<file path="src/rtl/srht_pkg.sv">
`timescale 1ns / 1ps
// srht_pkg: types, codes and constants shared by the position table modules
// no dependencies

package srht_pkg;

  localparam int TABLE_BITS = 16;
  localparam int SLOT_COUNT = 1 << TABLE_BITS;

  localparam logic [4:0] INDEX_BITS_MIN   = 5'd4;
  localparam logic [4:0] INDEX_BITS_RESET = 5'd16;

  localparam logic signed [16:0] MATE_LIM = 17'sd30744;
  localparam logic signed [16:0] SCORE_MAX = 17'sd32767;
  localparam logic signed [16:0] SCORE_MIN = -17'sd32767;

  localparam logic [1:0] CMD_PROBE = 2'd0;
  localparam logic [1:0] CMD_STORE = 2'd1;
  localparam logic [1:0] CMD_CLEAR = 2'd2;

  localparam logic [1:0] BND_NONE  = 2'd0;
  localparam logic [1:0] BND_EXACT = 2'd1;
  localparam logic [1:0] BND_LOWER = 2'd2;
  localparam logic [1:0] BND_UPPER = 2'd3;

  localparam logic REG_INDEX_BITS = 1'b0;

  typedef struct packed {
    logic [1:0]         command;
    logic [63:0]        key;
    logic [6:0]         ply;
    logic [6:0]         depth;
    logic signed [15:0] alpha;
    logic signed [15:0] beta;
    logic signed [15:0] score;
    logic [15:0]        best_move;
  } in_t;

  typedef struct packed {
    logic               hit;
    logic [15:0]        entry_move;
    logic               cutoff;
    logic signed [15:0] cutoff_score;
    logic               written;
  } out_t;

  typedef struct packed {
    logic [63:0]        key;
    logic [15:0]        move;
    logic signed [15:0] score;
    logic [6:0]         depth;
    logic [1:0]         bound;
  } slot_t;

  // commands from controller to datapath
  typedef struct packed {
    logic item_load;
    logic rd_en;
    logic sweep_wr;
    logic commit;
    logic out_load;
  } ctl_t;

  // status from datapath to controller
  typedef struct packed {
    logic sweep_last;
  } stat_t;

endpackage

</file>
<file path="src/rtl/srht_ctrl.sv">
`timescale 1ns / 1ps
// srht_ctrl: sequencing state machine for reset sweep, probe, store and clear
// uses srht_pkg command and status structs

module srht_ctrl (
  input  logic            clk,
  input  logic            rst_n,
  input  logic            in_valid,
  input  logic [1:0]      in_command,
  output logic            in_stall,
  output logic            out_valid,
  input  logic            out_stall,
  input  srht_pkg::stat_t stat,
  output srht_pkg::ctl_t  ctl
);

  localparam logic [1:0] S_INIT  = 2'd0;
  localparam logic [1:0] S_IDLE  = 2'd1;
  localparam logic [1:0] S_LOOK  = 2'd2;
  localparam logic [1:0] S_SWEEP = 2'd3;

  logic [1:0] state_r;
  logic [1:0] state_nxt;
  logic       out_valid_r;
  logic       out_valid_nxt;
  logic       out_free;
  logic       accept;

  assign in_stall = (state_r != S_IDLE);
  assign accept   = in_valid && !in_stall;
  assign out_free = !out_valid_r || !out_stall;

  always_comb begin
    state_nxt = state_r;
    ctl       = '0;
    case (state_r)
      S_INIT: begin
        ctl.sweep_wr = 1'b1;
        if (stat.sweep_last) begin
          state_nxt = S_IDLE;
        end
      end
      S_IDLE: begin
        if (accept) begin
          ctl.item_load = 1'b1;
          if (in_command == srht_pkg::CMD_CLEAR) begin
            state_nxt = S_SWEEP;
          end else begin
            ctl.rd_en = 1'b1;
            state_nxt = S_LOOK;
          end
        end
      end
      S_LOOK: begin
        // hold until the result register can take the word
        if (out_free) begin
          ctl.commit   = 1'b1;
          ctl.out_load = 1'b1;
          state_nxt    = S_IDLE;
        end
      end
      S_SWEEP: begin
        ctl.sweep_wr = 1'b1;
        if (stat.sweep_last) begin
          state_nxt = S_LOOK;
        end
      end
      default: begin
        state_nxt = S_INIT;
      end
    endcase
  end

  always_comb begin
    out_valid_nxt = out_valid_r;
    if (ctl.out_load) begin
      out_valid_nxt = 1'b1;
    end else if (out_valid_r && !out_stall) begin
      out_valid_nxt = 1'b0;
    end
  end

  always_ff @(posedge clk) begin
    if (!rst_n) begin
      state_r     <= S_INIT;
      out_valid_r <= 1'b0;
    end else begin
      state_r     <= state_nxt;
      out_valid_r <= out_valid_nxt;
    end
  end

  assign out_valid = out_valid_r;

endmodule
</file>
<file path="config.mk">
export PLATFORM = sky130hd
export DESIGN_NAME = srht_ctrl
export DESIGN_NICKNAME = d
export VERILOG_FILES = /design/src/rtl/srht_pkg.sv /design/src/rtl/srht_ctrl.sv
export SDC_FILE = /design/constraint.sdc
export NUM_CORES = 1
export LEC_CHECK = 0
export BUFFER_PORTS_ARGS = -buffer_cell sky130_fd_sc_hd__clkbuf_2
export CAP_MARGIN = 40
export CORE_AREA = 2 2 39 41
export DETAILED_ROUTE_END_ITERATION = 12
export DIE_AREA = 0 0 41 43
export SKIP_CTS_REPAIR_TIMING = 1
export SKIP_LAST_GASP = 1
export SYNTH_ARGS = -nofsm -noshare
export SYNTH_HDL_FRONTEND = slang
export SYNTH_SLANG_ARGS = --single-unit
</file>
<file path="constraint.sdc">
create_clock -name clk -period 3.6 [get_ports clk]
set_input_delay 0.54 -clock clk [delete_from_list [all_inputs] [get_ports clk]]
set_output_delay 0.54 -clock clk [all_outputs]
set_load 0.1 [all_outputs]
</file>
==> results.cfg, run 1 <==
[drt]
detail_route.drc_violations = 0
totalWireLength_um = 472
firstDrtPassIters = 1
avgRoutedWirePerCell_um = 7.61
route.antenna.remaining_nets = 0
post_drt_via_cell_ratio = 3.89
route.vias.total = 241
drt_iter0_drc = 0

[place]
placement.io_buffers = 13
finalWeightedCongestion = 0.623
post-dp-hpwl_um = 420

[synth]
asyncSetResetFlopFracSynth = 0
synth-seq-area-share = 0.223
synth_cell_types = 19
post_synth_main_area_contributors = ha_1 23%, dfxtp_1 22%, inv_1 7.0%
synth_top_family_by_area = adder cells
dominant_cell_type_by_area_after_synthesis = ha_1
adder_cell_area_share_of_the_yosys_netlist = 0.233
synth_seq_cells = 3
syn_area_per_cell_um2 = 8.68
post_synth_and_or_nand_nor_area_fraction = 0.186
yosys.area.top_type_share = 0.233
ys.flop_type = dfxtp_1
post_syn_instances = 31
synth_warnings = 0
synth_common_cells = 5 x ha_1, 5 x inv_1, 3 x dfxtp_1, 2 x buf_4, 2 x nor2_1
synth_compound_gate_area_share = 0.195
post_synth_instance_area_um2 = 269
synthesis.nets = 43
yosys.area_share.xor_xnor = 0
synth_enable_flop_cells = 0
portion_of_netlist_area_occupied_by_mux_cells = 0.0372

[floorplan]
chipHeight_um = 43
initial_utilization = 0.194
ios = 14
fp-row-count = 14
total_die_area_um2 = 1760
die_span_x_um = 41
core_region_area_um2 = 1380

[timing]
final-setup-viol-count = 0
final_max_slew_viol_count = 0
timing_worst_slew_pin_value_ns = 0.539
grt_setup_unrepaired = no
report.final.hold_viol_count = 0
totalNegativeSetupSlack_ns = 0
worst_clock_skew_ns = 0.00126
clock.fmax_mhz = 464
max_slew_headroom = 0.642
final_period_minus_worst_setup_slack_ns = 2.15
min_period_over_period = 0.598

[global_routing]
initial_antenna_violation_count = 0
global_route_wire_length_before_repair_um = 800
number_of_global_route_vias_before_repair = 209
overall_global_routing_usage = 0.0692
grt_start_max_net_pins = 6
gr-total-overflow = 0

[setup_path]
worstReg2RegStart = state_r[0]
crit_required_ns = 3.06
timing_worst_setup_path_type = register to output port
timing.critical_path.from_type = register
critical_path.startpoint = state_r[0]
worst_ep_arrival_time_ns = 1.61
cp_capture_type = output port
critPathMaxFanout = 5

[worst_hold_path]
hold_path.startpoint = state_r[0]
timing.hold.worst.class = register to register

[job]
drv.max_cap_violation_count = 0

[cells_and_area]
fill_cells = 167
area_delta_synth_final_pct = 35.8
n_antenna_cell = 0
share_of_the_core_filled_with_cells_in_the_final_layout = 0.264
layout-drive-gt1-share = 0.391
nNetsFinal = 59

[clock_tree]
cts_made_buffers = 3
clock_sinks = 3
number_of_buffers_on_the_longest_clock_path = 2
worst_skew_pair.late_latency_ns = 0.23
worst_setup_hold_path_clk_slew_ns = 0.04
ctsHtreeMaxLevel = 1
clk_root_buffer_cell = clkbuf_4
clock_tree_from_tritoncts = yes

[outcome]
status = finished, final reports clean
[final timing paths]
| check | to | slack [ns] | depth (start not counted) |
|---|---|---|---|
| worst max-delay path | ctl[0] | 1.45 | 4 |
| worst min-delay path | state_r[0] | 0.53 | 2 |
| worst max register to register | state_r[0] | 2.26 | 5 |
| worst min register to register | state_r[0] | 0.53 | 2 |
[logic make-up after synthesis]
group	count (synthesis)
multiplexers	1
buffers and inverters	7
AO/OA/AOI/OAI	7
AND/OR/NAND/NOR	8
adder cells (fa/ha/maj)	5
flip-flops	3
[placed cells by master (no fill, tap or decap), drive strengths merged]
master | netlist | routed
clkbuf | 0 | 17
a211o | 1 | 1
o21a | 1 | 1
nand2b | 1 | 1
and2 | 1 | 1
o21bai | 1 | 1
o211a | 1 | 1
inv | 5 | 5
dfxtp | 3 | 3
nand2 | 1 | 1
and3 | 1 | 1
a21oi | 1 | 1
nand3 | 1 | 1
nor2b | 1 | 1
a21boi | 1 | 1
ha | 5 | 5
a31oi | 1 | 1
nor2 | 2 | 2
mux2i | 1 | 1
[layout make-up]
class                      count  area (um^2)  share of cell area
sequential                     3         60.1               0.164
timing repair buffer          13         65.1               0.178
tap                           16         20.0              0.0548
inverter                       5         18.8              0.0514
multi-input combinational     21          175               0.479
clock buffer                   4         26.3              0.0719
[sequential cells by signal, summed over array words and instances, names as in the netlist]
| name | cells |
|---|---|
| out_valid | 1 |
| state_r | 2 |
[critical path: stages, from the launching register on]
cell and delay (ns):
dfxtp_1 0.34, inv_1 0.09, ha_1 0.19, a21boi_0 0.25
clkbuf_2 0.50
[layer usage]
layer  GRT usage  part of all wire  vias to the layer above
li1            -                 -                      132
met1      0.0769              0.42                       97
met2       0.103              0.46                       10
met3      0.0157             0.076                        2
met4      0.0600             0.036                        0
met5           0                 0                        -
[metrics by stage]
stage               cell area, um^2  setup slack (ns)  hold WS, ns  cells
floorplan                       269              1.56        0.485     31
CTS                             365              1.44        0.533     62
global placement                339              1.72        0.518     58
detailed placement              339              1.69        0.526     58
global route                    365              1.29        0.571     62
finish                          365              1.45        0.526     62
Power of run 1 is left out: the tool's default activity adds up to more than one toggle a clock period on the data nets, which glitch-free logic cannot reach.
==> run 2, diff against run 1 <==
==> constraint.sdc (replaced) <==
create_clock -name clk -period 2.2 [get_ports clk]
set_input_delay 0.33 -clock clk [delete_from_list [all_inputs] [get_ports clk]]
set_output_delay 0.33 -clock clk [all_outputs]
set_load 0.1 [all_outputs]
==> results.cfg, run 2 (synthesis results as in run 1) <==
[drt]
post_drt_via_cell_ratio = 4.02
firstDrtPassIters = 2
drt_iter0_drc = 2
detail_route.drc_violations = 0
totalWireLength_um = 504
route.vias.total = 249
avgRoutedWirePerCell_um = 8.13
route.antenna.remaining_nets = 0

[floorplan]
core_region_area_um2 = 1380
fp-row-count = 14
chipHeight_um = 43
ios = 14
total_die_area_um2 = 1760
die_span_x_um = 41
initial_utilization = 0.194

[setup_path]
cp_capture_type = output port
timing.critical_path.from_type = register
r2r-end = state_r[0]
timing_worst_setup_path_type = register to output port
critical_path.startpoint = state_r[0]
endpoint = ctl[0]
worst_ep_arrival_time_ns = 1.59
reg2reg_slack_ns = 0.86
worstReg2RegStart = state_r[0]
crit_required_ns = 1.87
highest_cell_delay_on_the_worst_timing_path_ns = 0.50
worst-path-buf-inv = 2
critPathMaxFanout = 5
critPathSlowestCell = clkbuf_2
path_depth = 4
worst_case_reg_to_reg_path_depth = 5
cpLargestDelayFamily = buffers and inverters
cp_cell_sequence = inv_1, ha_1, a21boi_0, clkbuf_2

[place]
placement.io_buffers = 13
post-dp-hpwl_um = 456
finalWeightedCongestion = 0.640
placed_cell_area_um2 = 339

[timing]
grt_setup_unrepaired = no
timing_worst_slew_pin_value_ns = 0.540
min_period_over_period = 0.874
max_slew_headroom = 0.642
clock.fmax_mhz = 520
final_max_slew_viol_count = 0
report.final.hold_viol_count = 0
totalNegativeSetupSlack_ns = 0
final_period_minus_worst_setup_slack_ns = 1.92
hold-worst-slack_ns = 0.370
final-setup-viol-count = 0
worst_clock_skew_ns = 0.00381

[global_routing]
gr-total-overflow = 0
global_route_wire_length_before_repair_um = 724
grt_start_max_net_pins = 6
overall_global_routing_usage = 0.0651
number_of_global_route_vias_before_repair = 209
initial_antenna_violation_count = 0

[outcome]
status = finished, final reports clean

[cells_and_area]
post-route-cell-area_um2 = 365
area_delta_synth_final_pct = 35.8
nNetsFinal = 59
top_register = state_r
largest_register_ffs = 2
layout_commonest_cell = clkbuf_2
n_antenna_cell = 0
fill_cells = 156
multi_input_gate_area_in_the_final_layout_um2 = 175
highest_count_cells_in_the_layout_ignoring_fill_and_taps = 13 x clkbuf_2, 5 x inv_1, 5 x ha_1, 3 x clkbuf_4, 3 x dfxtp_1
layout-drive-gt1-share = 0.391
area.sequential_um2 = 60.1

[clock_tree]
clk_root_buffer_cell = clkbuf_4
worst_setup_hold_path_clk_slew_ns = 0.04
clock_tree_from_tritoncts = yes
number_of_buffers_on_the_longest_clock_path = 2
ctsHtreeMaxLevel = 1
cts_made_buffers = 3
clock_sinks = 3
worst_skew_pair.late_latency_ns = 0.23

[job]
drv.max_cap_violation_count = 0

[worst_hold_path]
timing.hold.worst.class = primary input to register
-- run 2: area by class of cell --
type | count | area share
timing repair buffer | 13 | 0.178
inverter | 5 | 0.0514
multi-input combinational | 21 | 0.479
tap | 16 | 0.0548
sequential | 3 | 0.164
clock buffer | 4 | 0.0719
-- run 2: worst min-delay path by stage --
stage,from,to,slack [ns],cells after the start
after floorplan,out_stall,out_valid,0.47,2
after global placement,state_r[0],state_r[0],0.52,2
after detailed placement,out_valid,out_valid,0.53,2
after CTS,out_stall,out_valid,0.36,3
after global routing,rst_n,state_r[0],0.39,3
final,rst_n,state_r[0],0.37,3
-- run 2: per-stage QoR --
stage / utilization / cells / setup slack (ns)
after floorplan: - / 31 / 0.368
after global placement: 0.245 / 58 / 0.571
after detailed placement: 0.245 / 58 / 0.526
after CTS: 0.264 / 62 / 0.273
after global routing: 0.264 / 62 / 0.133
final: 0.264 / 62 / 0.278
-- run 2: layer usage --
metal	global-route usage	up-vias	wire, um
met1	0.0478	111	213
li1	-	130	-
met3	0.0314	0	25
met2	0.109	8	265
met4	0.0600	0	0
met5	0	-	0
-- run 2: worst min-delay path, delay by kind of cell --
family	cells	cell delay, ns
buffers and inverters	1	0.09
muxes	1	0.06
and+or+nand+nor	1	0.06
Power of run 2 is left out for the same reason.
==> run 3, diff against run 2 <==
--- a/config.mk
+++ b/config.mk
@@ -5,11 +5,12 @@
 export SDC_FILE = /design/constraint.sdc
 export NUM_CORES = 1
 export LEC_CHECK = 0
-export BUFFER_PORTS_ARGS = -buffer_cell sky130_fd_sc_hd__clkbuf_2
+export BUFFER_PORTS_ARGS = -buffer_cell sky130_fd_sc_hd__buf_4
 export CAP_MARGIN = 40
 export CORE_AREA = 2 2 39 41
 export DETAILED_ROUTE_END_ITERATION = 12
 export DIE_AREA = 0 0 41 43
+export MAX_ROUTING_LAYER = met4
 export SKIP_CTS_REPAIR_TIMING = 1
 export SKIP_LAST_GASP = 1
 export SYNTH_ARGS = -nofsm -noshare
==> results.cfg, run 3 (synthesis results as in run 1) <==
[setup_path]
cp_capture_type = output port
crit_required_ns = 1.87
worstReg2RegStart = state_r[0]
cp_cell_sequence = inv_1, ha_1, a21boi_0, buf_4
worst_case_reg_to_reg_path_depth = 5
critPathSlowestCell = dfxtp_1
r2r-end = state_r[0]
worst_ep_arrival_time_ns = 1.43
reg2reg_slack_ns = 0.89
timing.critical_path.from_type = register
highest_cell_delay_on_the_worst_timing_path_ns = 0.34
timing_worst_setup_path_type = register to output port
critPathMaxFanout = 5

[clock_tree]
clk_root_buffer_cell = clkbuf_4
cts_made_buffers = 3
worst_setup_hold_path_clk_slew_ns = 0.04
clock_sinks = 3
clock_tree_from_tritoncts = yes
number_of_buffers_on_the_longest_clock_path = 2
ctsHtreeMaxLevel = 1
worst_skew_pair.late_latency_ns = 0.23

[timing]
clock.fmax_mhz = 569
timing_worst_slew_pin_value_ns = 0.279
final-setup-viol-count = 0
grt_setup_unrepaired = no
final_period_minus_worst_setup_slack_ns = 1.76
min_period_over_period = 0.800
final_max_slew_viol_count = 0
report.final.hold_viol_count = 0
totalNegativeSetupSlack_ns = 0
max_slew_headroom = 0.816
worst_clock_skew_ns = 0.00156

[drt]
route.vias.total = 247
drt_iter0_drc = 2
route.antenna.remaining_nets = 0
firstDrtPassIters = 4
post_drt_via_cell_ratio = 3.98
avgRoutedWirePerCell_um = 8.50
detail_route.drc_violations = 0
totalWireLength_um = 527

[floorplan]
die_span_x_um = 41
initial_utilization = 0.194
chipHeight_um = 43
ios = 14
core_region_area_um2 = 1380
fp-row-count = 14
total_die_area_um2 = 1760

[cells_and_area]
top_register = state_r
area_delta_synth_final_pct = 47.9
layout_commonest_cell = buf_4
nNetsFinal = 59
highest_count_cells_in_the_layout_ignoring_fill_and_taps = 13 x buf_4, 5 x inv_1, 5 x ha_1, 3 x clkbuf_4, 3 x dfxtp_1
final_cells = 62
share_of_the_core_filled_with_cells_in_the_final_layout = 0.288
largest_register_ffs = 2
n_antenna_cell = 0
layout-drive-gt1-share = 0.391

[global_routing]
number_of_global_route_vias_before_repair = 246
overall_global_routing_usage = 0.0750
initial_antenna_violation_count = 0
gr-total-overflow = 0
global_route_wire_length_before_repair_um = 848
grt_start_max_net_pins = 6

[job]
drv.max_cap_violation_count = 0

[outcome]
status = finished, final reports clean

[worst_hold_path]
worstHoldEndpoint = out_valid
timing.hold.worst.class = primary input to register
hold-path-cell-count = 3
hold_path.startpoint = out_stall

[place]
numPlacedInstances = 58
placement.io_buffers = 13
finalWeightedCongestion = 0.662
[run 3: area by class of cell]
cell class	count	area [um^2]
Fill cell	153	986
Multi-Input combinational cell	21	175
Timing Repair Buffer	13	97.6
Sequential cell	3	60.1
Clock buffer	4	26.3
Tap cell	16	20.0
Inverter	5	18.8
[run 3: critical path, delay by kind of cell (launching register included)]
family	cells	cell delay [ns]
AOI/OAI and AO/OA	1	0.25
adders and majority gates	1	0.18
DFF	1	0.34
buffers and inverters	2	0.43
[run 3: layer usage]
layer | wire (um) | GRT usage | part of all wire
met1 | 207 | 0.0673 | 0.39
met2 | 278 | 0.116 | 0.53
met3 | 40 | 0.0157 | 0.076
met4 | 0 | 0.0800 | 0
met5 | 0 | - | 0
[run 3: per-stage QoR]
step                instance area, um^2  setup slack (ns)  hold slack [ns]
finish                              398             0.441            0.364
detailed placement                  372             0.668            0.530
CTS                                 398             0.420            0.360
global route                        398             0.308            0.390
floorplan                           269             0.368            0.474
global placement                    372             0.725            0.518
[run 3: worst max path at each step]
stage | startpoint | end | slack (ns)
2_1_floorplan | out_valid | ctl[0] | 0.37
3_3_place_gp | state_r[0] | ctl[0] | 0.73
3_5_place_dp | state_r[0] | ctl[0] | 0.67
4_1_cts | state_r[0] | ctl[0] | 0.42
5_1_grt | state_r[0] | ctl[1] | 0.31
6_report | state_r[0] | ctl[0] | 0.44
Power of run 3 is left out for the same reason.
